**config.mk**
```make
export PLATFORM = sky130hd
export DESIGN_NAME = sec_nsec_time_arithmetic
export DESIGN_NICKNAME = d
export VERILOG_FILES = /design/src/snt_pkg.sv /design/src/snt_pipe_ctrl.sv /design/src/snt_time_path.sv /design/src/snt_conv_path.sv /design/src/sec_nsec_time_arithmetic.sv
export SDC_FILE = /design/constraint.sdc
export NUM_CORES = 2
export LEC_CHECK = 0
export BUFFER_PORTS_ARGS = -buffer_cell sky130_fd_sc_hd__buf_2
export CORE_MARGIN = 2
export CORE_UTILIZATION = 56
export CTS_CLUSTER_SIZE = 30
export DETAILED_ROUTE_END_ITERATION = 6
export PLACE_DENSITY = 0.73
export SETUP_SLACK_MARGIN = 0.2
export SLEW_MARGIN = 25
export SYNTH_ARGS = -nofsm -noshare
export SYNTH_HDL_FRONTEND = slang
export SYNTH_SLANG_ARGS = --single-unit
```
**constraint.sdc**
```tcl
create_clock -name clk -period 19.33 [get_ports clk]
set_clock_uncertainty 0.05 [all_clocks]
set_input_delay 3.866 -clock clk [delete_from_list [all_inputs] [get_ports clk]]
set_output_delay 3.866 -clock clk [all_outputs]
set_load 0.05 [all_outputs]
```
**src/snt_pkg.sv**
```systemverilog
// Shared types and constants for the second/nanosecond time arithmetic unit.
// No dependencies; every other file in src imports this package.
`default_nettype none

package snt_pkg;

  // Pipeline depth: register stages from the input transfer to the output register
  localparam int NSTAGE = 5;

  // Default width of the internal seconds arithmetic
  localparam int SEC_WIDTH_DEF = 32;

  // Operation codes
  typedef enum logic [2:0] {
    OP_ADD       = 3'd0,
    OP_SUB       = 3'd1,
    OP_NORM      = 3'd2,
    OP_FROM_MS   = 3'd3,
    OP_FROM_US   = 3'd4,
    OP_TO_NS     = 3'd5
  } op_t;

  // Clamp status codes
  typedef enum logic [1:0] {
    ST_NONE = 2'd0,
    ST_ZERO = 2'd1,
    ST_SAT  = 2'd2
  } st_t;

  // Nanosecond constants in the 34-bit signed fix-up domain
  localparam logic signed [33:0] NS1_34 = 34'sd1000000000;
  localparam logic signed [33:0] NS2_34 = 34'sd2000000000;
  localparam logic signed [33:0] NS3_34 = 34'sd3000000000;

  // Nanoseconds per second for the to-nanoseconds multiply
  localparam logic signed [31:0] NS_PER_SEC_32 = 32'sd1000000000;

  // Nanoseconds field of the infinity value
  localparam logic signed [31:0] NS_MAX = 32'sd999999999;

  // Count conversion: quotient estimate is (count * RECIP) >> SHIFT, short by at most one
  localparam int                PROD_W   = 63;
  localparam int                QUO_W    = 22;
  localparam int                REM_W    = 20;
  localparam int                DIV_W    = 20;
  localparam logic [31:0]       RECIP_MS = 32'd2199023255;  // floor(2^41 / 1000)
  localparam logic [31:0]       RECIP_US = 32'd2251799813;  // floor(2^51 / 1000000)
  localparam int                SHIFT_MS = 41;
  localparam int                SHIFT_US = 51;
  localparam logic [DIV_W-1:0]  DIV_MS   = 20'd1000;
  localparam logic [DIV_W-1:0]  DIV_US   = 20'd1000000;
  localparam logic [DIV_W-1:0]  SCALE_MS = 20'd1000000;
  localparam logic [DIV_W-1:0]  SCALE_US = 20'd1000;

  // Input item
  typedef struct packed {
    logic [2:0]         operation;
    logic signed [31:0] a_sec;
    logic signed [31:0] a_nsec;
    logic signed [31:0] b_sec;
    logic signed [31:0] b_nsec;
    logic [30:0]        count_in;
  } in_t;

  // Result item
  typedef struct packed {
    logic signed [31:0] res_sec;
    logic signed [31:0] res_nsec;
    logic signed [63:0] total_ns;
    logic [1:0]         clamp_status;
  } out_t;

  // Per-stage load enables from the pipeline control
  typedef struct packed {
    logic [NSTAGE-1:0] load;
  } pipe_ctl_t;

endpackage

`default_nettype wire

```
**src/snt_pipe_ctrl.sv**
```systemverilog
// Valid bits and per-stage load enables for the five-stage datapath.
// Depends on snt_pkg.
`default_nettype none

module snt_pipe_ctrl (
  input  wire logic              clk,
  input  wire logic              rst_n,
  input  wire logic              in_valid,
  output logic                   in_stall,
  output logic                   out_valid,
  input  wire logic              out_stall,
  output snt_pkg::pipe_ctl_t     ctl
);
  import snt_pkg::*;

  logic [NSTAGE-1:0] vld_r, vld_nxt;
  logic [NSTAGE-1:0] rdy;
  logic [NSTAGE-1:0] vld_up;

  // A stage loads when it is empty or the stage after it moves on
  always_comb begin
    rdy[NSTAGE-1] = !vld_r[NSTAGE-1] || !out_stall;
    for (int i = NSTAGE - 2; i >= 0; i--) begin
      rdy[i] = !vld_r[i] || rdy[i+1];
    end
  end

  // Valid bits follow the data
  assign vld_up = {vld_r[NSTAGE-2:0], in_valid};

  always_comb begin
    vld_nxt = vld_r;
    for (int i = 0; i < NSTAGE; i++) begin
      if (rdy[i]) begin
        vld_nxt[i] = vld_up[i];
      end
    end
  end

  always_ff @(posedge clk) begin
    if (!rst_n) begin
      vld_r <= '0;
    end else begin
      vld_r <= vld_nxt;
    end
  end

  assign in_stall  = !rdy[0];
  assign out_valid = vld_r[NSTAGE-1];
  assign ctl.load  = rdy;

endmodule

`default_nettype wire

```
**src/snt_time_path.sv**
```systemverilog
// Add, subtract and normalize datapath: sums, one fix-up step, clamp/saturate.
// Depends on snt_pkg; load enables come from snt_pipe_ctrl.
`default_nettype none

module snt_time_path #(
  parameter int SEC_WIDTH = snt_pkg::SEC_WIDTH_DEF
) (
  input  wire logic                clk,
  input  wire snt_pkg::pipe_ctl_t  ctl,
  input  wire snt_pkg::in_t        in_data,
  output snt_pkg::out_t            res
);
  import snt_pkg::*;

  localparam logic [SEC_WIDTH-1:0] SEC_MAX = {1'b0, {(SEC_WIDTH-1){1'b1}}};
  localparam logic [SEC_WIDTH-1:0] SEC_ONE = SEC_WIDTH'(1);
  localparam logic [SEC_WIDTH-1:0] SEC_TWO = SEC_WIDTH'(2);
  localparam logic [SEC_WIDTH-1:0] SEC_THR = SEC_WIDTH'(3);

  // ---------------- stage 1: raw sums ----------------
  logic signed [31:0]    a_s, b_s, an_s, bn_s;
  logic [SEC_WIDTH-1:0]  as_ext, bs_ext;
  logic signed [33:0]    an_in, bn_in;
  logic [SEC_WIDTH-1:0]  ssum1_nxt;
  logic signed [33:0]    nsum1_nxt;

  logic [2:0]            op1_r;
  logic signed [31:0]    an1_r;
  logic [SEC_WIDTH-1:0]  as1_r, ssum1_r;
  logic signed [33:0]    nsum1_r;

  assign a_s    = in_data.a_sec;
  assign b_s    = in_data.b_sec;
  assign an_s   = in_data.a_nsec;
  assign bn_s   = in_data.b_nsec;
  assign as_ext = SEC_WIDTH'(a_s);
  assign bs_ext = SEC_WIDTH'(b_s);
  assign an_in  = 34'(an_s);
  assign bn_in  = 34'(bn_s);

  assign ssum1_nxt = (in_data.operation == OP_SUB) ? as_ext - bs_ext : as_ext + bs_ext;
  assign nsum1_nxt = (in_data.operation == OP_SUB) ? an_in - bn_in : an_in + bn_in;

  always_ff @(posedge clk) begin
    if (ctl.load[0]) begin
      op1_r   <= in_data.operation;
      an1_r   <= an_s;
      as1_r   <= as_ext;
      ssum1_r <= ssum1_nxt;
      nsum1_r <= nsum1_nxt;
    end
  end

  // ---------------- stage 2: carry/borrow fix-up, normalize fold ----------------
  logic signed [33:0]    an1_x;
  logic [SEC_WIDTH-1:0]  sec2_nxt, sec2_r;
  logic signed [33:0]    ns2_nxt, ns2_r;
  logic                  sat2_nxt, sat2_r;    // negative seconds saturate (else zero)
  logic                  zero2_nxt, zero2_r;  // negative input to normalize
  logic                  time2_nxt, time2_r;  // op belongs to this path

  assign an1_x = 34'(an1_r);

  always_comb begin
    sec2_nxt  = ssum1_r;
    ns2_nxt   = nsum1_r;
    sat2_nxt  = 1'b0;
    zero2_nxt = 1'b0;
    time2_nxt = 1'b1;
    case (op1_r)
      OP_ADD: begin
        sat2_nxt = 1'b1;
        if (nsum1_r >= NS1_34) begin
          sec2_nxt = ssum1_r + SEC_ONE;
          ns2_nxt  = nsum1_r - NS1_34;
        end
      end
      OP_SUB: begin
        if (nsum1_r[33]) begin
          sec2_nxt = ssum1_r - SEC_ONE;
          ns2_nxt  = nsum1_r + NS1_34;
        end
      end
      OP_NORM: begin
        sec2_nxt = as1_r;
        ns2_nxt  = an1_x;
        if (as1_r[SEC_WIDTH-1] || (as1_r == '0 && an1_r[31])) begin
          zero2_nxt = 1'b1;
        end else if (!an1_r[31]) begin
          // fold whole seconds out of the nanoseconds
          sat2_nxt = 1'b1;
          if (an1_x >= NS2_34) begin
            sec2_nxt = as1_r + SEC_TWO;
            ns2_nxt  = an1_x - NS2_34;
          end else if (an1_x >= NS1_34) begin
            sec2_nxt = as1_r + SEC_ONE;
            ns2_nxt  = an1_x - NS1_34;
          end
        end else begin
          // borrow enough seconds to make the nanoseconds non-negative
          if (an1_x >= -NS1_34) begin
            sec2_nxt = as1_r - SEC_ONE;
            ns2_nxt  = an1_x + NS1_34;
          end else if (an1_x >= -NS2_34) begin
            sec2_nxt = as1_r - SEC_TWO;
            ns2_nxt  = an1_x + NS2_34;
          end else begin
            sec2_nxt = as1_r - SEC_THR;
            ns2_nxt  = an1_x + NS3_34;
          end
        end
      end
      default: begin
        time2_nxt = 1'b0;
      end
    endcase
  end

  always_ff @(posedge clk) begin
    if (ctl.load[1]) begin
      sec2_r  <= sec2_nxt;
      ns2_r   <= ns2_nxt;
      sat2_r  <= sat2_nxt;
      zero2_r <= zero2_nxt;
      time2_r <= time2_nxt;
    end
  end

  // ---------------- stage 3: clamp or saturate ----------------
  out_t res3_nxt, res3_r, res4_r, res5_r;

  always_comb begin
    res3_nxt = '0;
    if (time2_r) begin
      if (zero2_r || (sec2_r[SEC_WIDTH-1] && !sat2_r)) begin
        res3_nxt.clamp_status = ST_ZERO;
      end else if (sec2_r[SEC_WIDTH-1]) begin
        res3_nxt.res_sec      = SEC_MAX[31:0];
        res3_nxt.res_nsec     = NS_MAX;
        res3_nxt.clamp_status = ST_SAT;
      end else begin
        res3_nxt.res_sec      = sec2_r[31:0];
        res3_nxt.res_nsec     = ns2_r[31:0];
        res3_nxt.clamp_status = ST_NONE;
      end
    end
  end

  // Stages 3..5: result rides along to the output register
  always_ff @(posedge clk) begin
    if (ctl.load[2]) begin
      res3_r <= res3_nxt;
    end
    if (ctl.load[3]) begin
      res4_r <= res3_r;
    end
    if (ctl.load[4]) begin
      res5_r <= res4_r;
    end
  end

  assign res = res5_r;

endmodule

`default_nettype wire

```
**src/snt_conv_path.sv**
```systemverilog
// Count-to-time conversion (ms, us) by reciprocal multiply plus one correction,
// and time-to-nanoseconds by multiply-add. Depends on snt_pkg.
`default_nettype none

module snt_conv_path (
  input  wire logic                clk,
  input  wire snt_pkg::pipe_ctl_t  ctl,
  input  wire snt_pkg::in_t        in_data,
  output snt_pkg::out_t            res
);
  import snt_pkg::*;

  // ---------------- stage 1: capture ----------------
  logic [2:0]          op1_r;
  logic [30:0]         cnt1_r;
  logic signed [31:0]  as1_r, an1_r;

  always_ff @(posedge clk) begin
    if (ctl.load[0]) begin
      op1_r  <= in_data.operation;
      cnt1_r <= in_data.count_in;
      as1_r  <= in_data.a_sec;
      an1_r  <= in_data.a_nsec;
    end
  end

  // ---------------- stage 2: reciprocal multiply, seconds * 1e9 ----------------
  logic [31:0]         recip;
  logic [PROD_W-1:0]   prod2_nxt, prod2_r;
  logic signed [61:0]  mul2_nxt, mul2_r;
  logic [2:0]          op2_r;
  logic [30:0]         cnt2_r;
  logic signed [31:0]  an2_r;

  assign recip     = (op1_r == OP_FROM_US) ? RECIP_US : RECIP_MS;
  assign prod2_nxt = PROD_W'(cnt1_r) * PROD_W'(recip);
  assign mul2_nxt  = 62'(as1_r) * 62'(NS_PER_SEC_32);

  always_ff @(posedge clk) begin
    if (ctl.load[1]) begin
      prod2_r <= prod2_nxt;
      mul2_r  <= mul2_nxt;
      op2_r   <= op1_r;
      cnt2_r  <= cnt1_r;
      an2_r   <= an1_r;
    end
  end

  // ---------------- stage 3: quotient estimate times divisor; total ----------------
  logic [QUO_W-1:0]        qe3_nxt, qe3_r;
  logic [DIV_W-1:0]        div2;
  logic [QUO_W+DIV_W-1:0]  qd_full;
  logic [30:0]             qd3_r;
  logic signed [63:0]      total3_nxt, total3_r;
  logic [2:0]              op3_r;
  logic [30:0]             cnt3_r;

  assign qe3_nxt    = (op2_r == OP_FROM_US) ? QUO_W'(prod2_r[PROD_W-1:SHIFT_US])
                                            : QUO_W'(prod2_r[PROD_W-1:SHIFT_MS]);
  assign div2       = (op2_r == OP_FROM_US) ? DIV_US : DIV_MS;
  assign qd_full    = {{DIV_W{1'b0}}, qe3_nxt} * {{QUO_W{1'b0}}, div2};
  assign total3_nxt = 64'(mul2_r) + 64'(an2_r);

  always_ff @(posedge clk) begin
    if (ctl.load[2]) begin
      qe3_r    <= qe3_nxt;
      qd3_r    <= qd_full[30:0];
      total3_r <= total3_nxt;
      op3_r    <= op2_r;
      cnt3_r   <= cnt2_r;
    end
  end

  // ---------------- stage 4: remainder and one correction step ----------------
  logic [30:0]         diff3;
  logic [DIV_W:0]      rem_raw;
  logic [DIV_W-1:0]    div3;
  logic [QUO_W-1:0]    q4_nxt, q4_r;
  logic [REM_W-1:0]    r4_nxt, r4_r;
  logic signed [63:0]  total4_r;
  logic [2:0]          op4_r;

  assign diff3   = cnt3_r - qd3_r;
  assign rem_raw = diff3[DIV_W:0];  // below twice the divisor
  assign div3    = (op3_r == OP_FROM_US) ? DIV_US : DIV_MS;

  always_comb begin
    q4_nxt = qe3_r;
    r4_nxt = rem_raw[REM_W-1:0];
    if (rem_raw >= {1'b0, div3}) begin
      q4_nxt = qe3_r + QUO_W'(1);
      r4_nxt = REM_W'(rem_raw - {1'b0, div3});
    end
  end

  always_ff @(posedge clk) begin
    if (ctl.load[3]) begin
      q4_r     <= q4_nxt;
      r4_r     <= r4_nxt;
      total4_r <= total3_r;
      op4_r    <= op3_r;
    end
  end

  // ---------------- stage 5: scale remainder to nanoseconds, select ----------------
  logic [DIV_W-1:0]        scale4;
  logic [REM_W+DIV_W-1:0]  ns_full;
  out_t                    res5_nxt, res5_r;

  assign scale4  = (op4_r == OP_FROM_US) ? SCALE_US : SCALE_MS;
  assign ns_full = {{DIV_W{1'b0}}, r4_r} * {{REM_W{1'b0}}, scale4};

  always_comb begin
    res5_nxt = '0;
    case (op4_r)
      OP_FROM_MS, OP_FROM_US: begin
        res5_nxt.res_sec  = 32'(q4_r);
        res5_nxt.res_nsec = ns_full[31:0];
      end
      OP_TO_NS: begin
        res5_nxt.total_ns = total4_r;
      end
      default: begin
        res5_nxt = '0;
      end
    endcase
  end

  always_ff @(posedge clk) begin
    if (ctl.load[4]) begin
      res5_r <= res5_nxt;
    end
  end

  assign res = res5_r;

endmodule

`default_nettype wire

```
**src/sec_nsec_time_arithmetic.sv**
```systemverilog
// Second/nanosecond time arithmetic unit: pipeline control and the two datapaths.
// Depends on snt_pkg, snt_pipe_ctrl, snt_time_path and snt_conv_path.
//
// Usage:
//   Input channel in_valid/in_stall/in_data carries one operation per transfer:
//   add, subtract, normalize, milliseconds or microseconds to time, or time to
//   nanoseconds. Output channel out_valid/out_stall/out_data returns exactly one
//   result per input, in order, with a clamp status (zero or infinity).
//   The five register stages (sums or capture, fix-up or reciprocal multiply,
//   clamp or quotient times divisor, remainder correction, output register) lie
//   between input transfer and out_valid. Throughput is one item per cycle
//   while the receiver does not stall; every stage has its own valid bit.
//   When the receiver stalls, the output register holds its result and the
//   stages behind it keep filling empty slots; in_stall rises only once all
//   five stages hold data. Synchronous reset (rst_n low) empties the pipeline;
//   no state survives between items. SEC_WIDTH sets the width of the internal
//   seconds arithmetic (32 to 64); results report its low 32 bits.
`default_nettype none

module sec_nsec_time_arithmetic #(
  parameter int SEC_WIDTH = snt_pkg::SEC_WIDTH_DEF
) (
  input  wire logic          clk,
  input  wire logic          rst_n,
  input  wire logic          in_valid,
  output logic               in_stall,
  input  wire snt_pkg::in_t  in_data,
  output logic               out_valid,
  input  wire logic          out_stall,
  output snt_pkg::out_t      out_data
);
  import snt_pkg::*;

  pipe_ctl_t ctl;
  out_t      time_res, conv_res;

  snt_pipe_ctrl u_ctrl (
    .clk       (clk),
    .rst_n     (rst_n),
    .in_valid  (in_valid),
    .in_stall  (in_stall),
    .out_valid (out_valid),
    .out_stall (out_stall),
    .ctl       (ctl)
  );

  snt_time_path #(
    .SEC_WIDTH (SEC_WIDTH)
  ) u_time (
    .clk     (clk),
    .ctl     (ctl),
    .in_data (in_data),
    .res     (time_res)
  );

  snt_conv_path u_conv (
    .clk     (clk),
    .ctl     (ctl),
    .in_data (in_data),
    .res     (conv_res)
  );

  // Each path zeroes the results of operations it does not own
  assign out_data = out_t'(time_res | conv_res);

  // Input only stalls when the whole pipeline is backed up behind the output
  a_stall_only_when_full: assert property (
    @(posedge clk) disable iff (!rst_n)
    in_stall |-> (out_valid && out_stall)
  ) else $error("input stalled while pipeline has room");

  // Saturation always reports the infinity nanoseconds
  a_sat_value: assert property (
    @(posedge clk) disable iff (!rst_n)
    (out_valid && out_data.clamp_status == ST_SAT) |-> (out_data.res_nsec == NS_MAX)
  ) else $error("saturated result with wrong nanoseconds");

  // Clamp to zero always reports the zero time value
  a_zero_value: assert property (
    @(posedge clk) disable iff (!rst_n)
    (out_valid && out_data.clamp_status == ST_ZERO) |->
      (out_data.res_sec == '0 && out_data.res_nsec == '0 && out_data.total_ns == '0)
  ) else $error("zero-clamped result not zero");

endmodule

`default_nettype wire

```
==> results.ini <==
[drt]
dr.first_iter.drc_count = 5729
wl_met2_um = 109100
final_antenna_net_count = 0
routed.top_layer = met5
via_per_inst = 5.810
via_count = 60130
drtPass1Iterations = 6
finalWirelength_um = 250100
drc = 0
drt-met1-wl_um = 111000
met3_length_um = 21150
post_drt_wl_per_cell_um = 24.17

[timing]
fin_crit_ps = 9870
grt_setup_unrepaired = false
period_share_pct = 51.06
hold_viol = 0
final-max-slew-violation-count = 0
setup_viol = 0
max_freq_mhz = 101.3
slew-limit-headroom_pct = 31.65
tightest_slew_ps = 999.4
setup_tns_ps = 0

[logic_synthesis]
synth.distinct_cells = 96
synth_seq_area_share_pct = 30.95
ys_ff_latch = 910
syn-cell-area_um2 = 88140
ys.warnings.count = 0
synth_compound_area_share_pct = 8.423
ys_async_sr_fraction_pct = 0
synth_flop_cell = edfxtp_1
post_synth.cell_area_avg_um2 = 11.02
muxShareOfSynthArea_pct = 0.3861
synth-edff-count = 905
synth_xor_area_share_pct = 4.134
synthSimpleGateAreaFrac_pct = 9.423
synth_top_family_by_area = adder cells
synth_fa_ha_area_share_pct = 39.14
synthCells = 7995

[clock_tree]
clk_path_buf_depth = 3
h-tree-depth = 3
root_buffer = clkbuf_16
clock_latency_ps = 720
cts_sinks = 910
cts_buffers = 97
cts_tree = yes
post_cts_buffers = 0
clk_pin_slew_worst_paths_ps = 60
cts_hold_buf = 0
post_cts_resized = 0

[place]
dp_hpwl_um = 206500
routabilityCongestion = 0.9751
port_buffers = 296

[die]
fp.dieH_um = 400.7
initial_utilization_pct = 56.43
core_area_um2 = 156200
die_w_um = 400.7
num_io_pins = 298
die_area_um2 = 160600
rows = 145

[worst_setup_path]
reg2reg_slack_ps = 9460
r2r-start = u_time.op1_r[0]
cpMaxStageDelayCell = a2111oi_0
critPathLaunch = u_time.op1_r[0]
critPathLaunchType = flip-flop
rr_worst_depth = 31
max_stage_delay_ps = 890
crit_path_frequent_cell = fa_1
required_ps = 19770
worst_setup_path_end_kind = flip-flop
timing.rr.end = u_conv.prod2_r[62]
cp_max_fo = 33
cp.arrival_ps = 10310
critPathKind = flip-flop to flip-flop

[final_layout]
drive_gt1_share_pct = 8.079
finalNetCount = 10490
area_delta_synth_final_pct = 7.583

[min_path]
worstHoldStart = u_time.res3_r[93]
min_to = u_time.res4_r[93]
hp-class = flip-flop to flip-flop
holdPathStages = 0

[grt]
grt_first_pass_wirelength_um = 381000
grt_max_degree = 110
grt_use_total_pct = 31.55
gr-total-overflow = 0
antenna_found_initial = 29
grt_pass1_vias = 61690

[outcome]
status = complete, no violations

[job]
cap_violations = 0

[cell usage in the layout (no fill, tap or decap), types with 33 or more instances in the layout]
| cell type | n |
|---|---|
| a211oi_1 | 36 |
| a21o_1 | 123 |
| a21oi_1 | 333 |
| a31oi_1 | 35 |
| and2_1 | 164 |
| and3_1 | 87 |
| buf_2 | 296 |
| buf_4 | 67 |
| clkbuf_16 | 97 |
| edfxtp_1 | 905 |
| fa_1 | 1054 |
| ha_1 | 1071 |
| inv_1 | 1410 |
| nand2_1 | 367 |
| nand2b_1 | 57 |
| nand3_1 | 123 |
| nand4_1 | 38 |
| nor2_1 | 452 |
| nor2b_1 | 70 |
| nor3_1 | 97 |
| nor4_1 | 33 |
| o21a_1 | 50 |
| o21ai_0 | 235 |
| or2_2 | 86 |
| xnor2_1 | 295 |
| xor2_1 | 121 |
[routing by layer]
metal / up-vias / global-route usage [%]
li1: 27180 / -
met2: 2514 / 47.12
met5: - / 0
met1: 30010 / 46.52
met4: 26 / 10.47
met3: 398 / 5.890
[worst max-delay path by stage]
stage / end / slack, ps / depth (start not counted)
after floorplan: in_stall / 5420 / 4
after global placement: in_stall / 9690 / 6
after detailed placement: in_stall / 9620 / 6
after CTS: u_conv.prod2_r[62] / 9600 / 31
after global routing: u_conv.prod2_r[62] / 9020 / 31
final: u_conv.prod2_r[62] / 9460 / 31
[registers in the layout (all words and copies together) (netlist names), 33 cells and up]
signal and flops:
u_conv.mul2_r 53, u_conv.res 114, u_conv.total3_r 63, u_conv.total4_r 63
u_time.nsum1_r 33, u_time.res 65, u_time.res3_r 65, u_time.res4_r 65
[Yosys cell counts (121+ instances only)]
library cell	instances	share of area (%)
inv_1	1412	6.0
ha_1	1071	15
fa_1	1054	24
edfxtp_1	905	31
nor2_1	455	1.9
nand2_1	371	1.6
a21oi_1	333	1.9
xnor2_1	295	2.9
o21ai_0	235	1.3
clkbuf_1	172	0.73
and2_1	165	1.2
nand3_1	124	0.70
a21o_1	123	1.0
xor2_1	121	1.2
[area by class of cell]
cell class	count	area, µm²
Timing Repair Buffer	367	2047
Clock buffer	120	2574
Multi-Input combinational cell	5410	54320
Antenna cell	9	22.52
Tap cell	2058	2575
Fill cell	12820	61380
Clock inverter	60	694.4
Inverter	1414	5320
Sequential cell	910	27280
[stage by stage]
stage / instance area (µm²) / util, % / hold slack, ps / instances / setup slack [ps]
finish: 94830 / 60.71 / 361.8 / 10350 / 9460
global route: 94820 / 60.70 / 367.1 / 10350 / 9024
CTS: 94770 / 60.67 / 360.2 / 10340 / 9604
detailed placement: 91500 / 58.58 / 354.5 / 10160 / 9619
global placement: 91480 / 58.57 / 350.7 / 10160 / 9691
floorplan: 88180 / - / 350.3 / 8005 / 5416
[logic make-up (layout without fill, tap and decap cells)]
family | after synthesis | in the layout
buffers and inverters | 1685 | 1961
other | 2 | 21
AO/OA/AOI/OAI | 1148 | 1148
flip-flops | 910 | 910
XOR/XNOR | 416 | 416
adder cells (fa/ha/maj) | 2125 | 2125
AND/OR/NAND/NOR | 1677 | 1677
multiplexers | 32 | 32
[worst max-delay path: cells and delay by family, from the launching register on]
family	cells	cell delay [ps]
DFF	1	360
adders and majority gates	9	4070
AOI/OAI and AO/OA	8	2320
buffers and inverters	7	1060
xor gates and xnor gates	2	530
and+or+nand+nor	5	1200
Power is not shown: default switching activity piles up to over one toggle a cycle in this logic, so the estimate is an artifact.
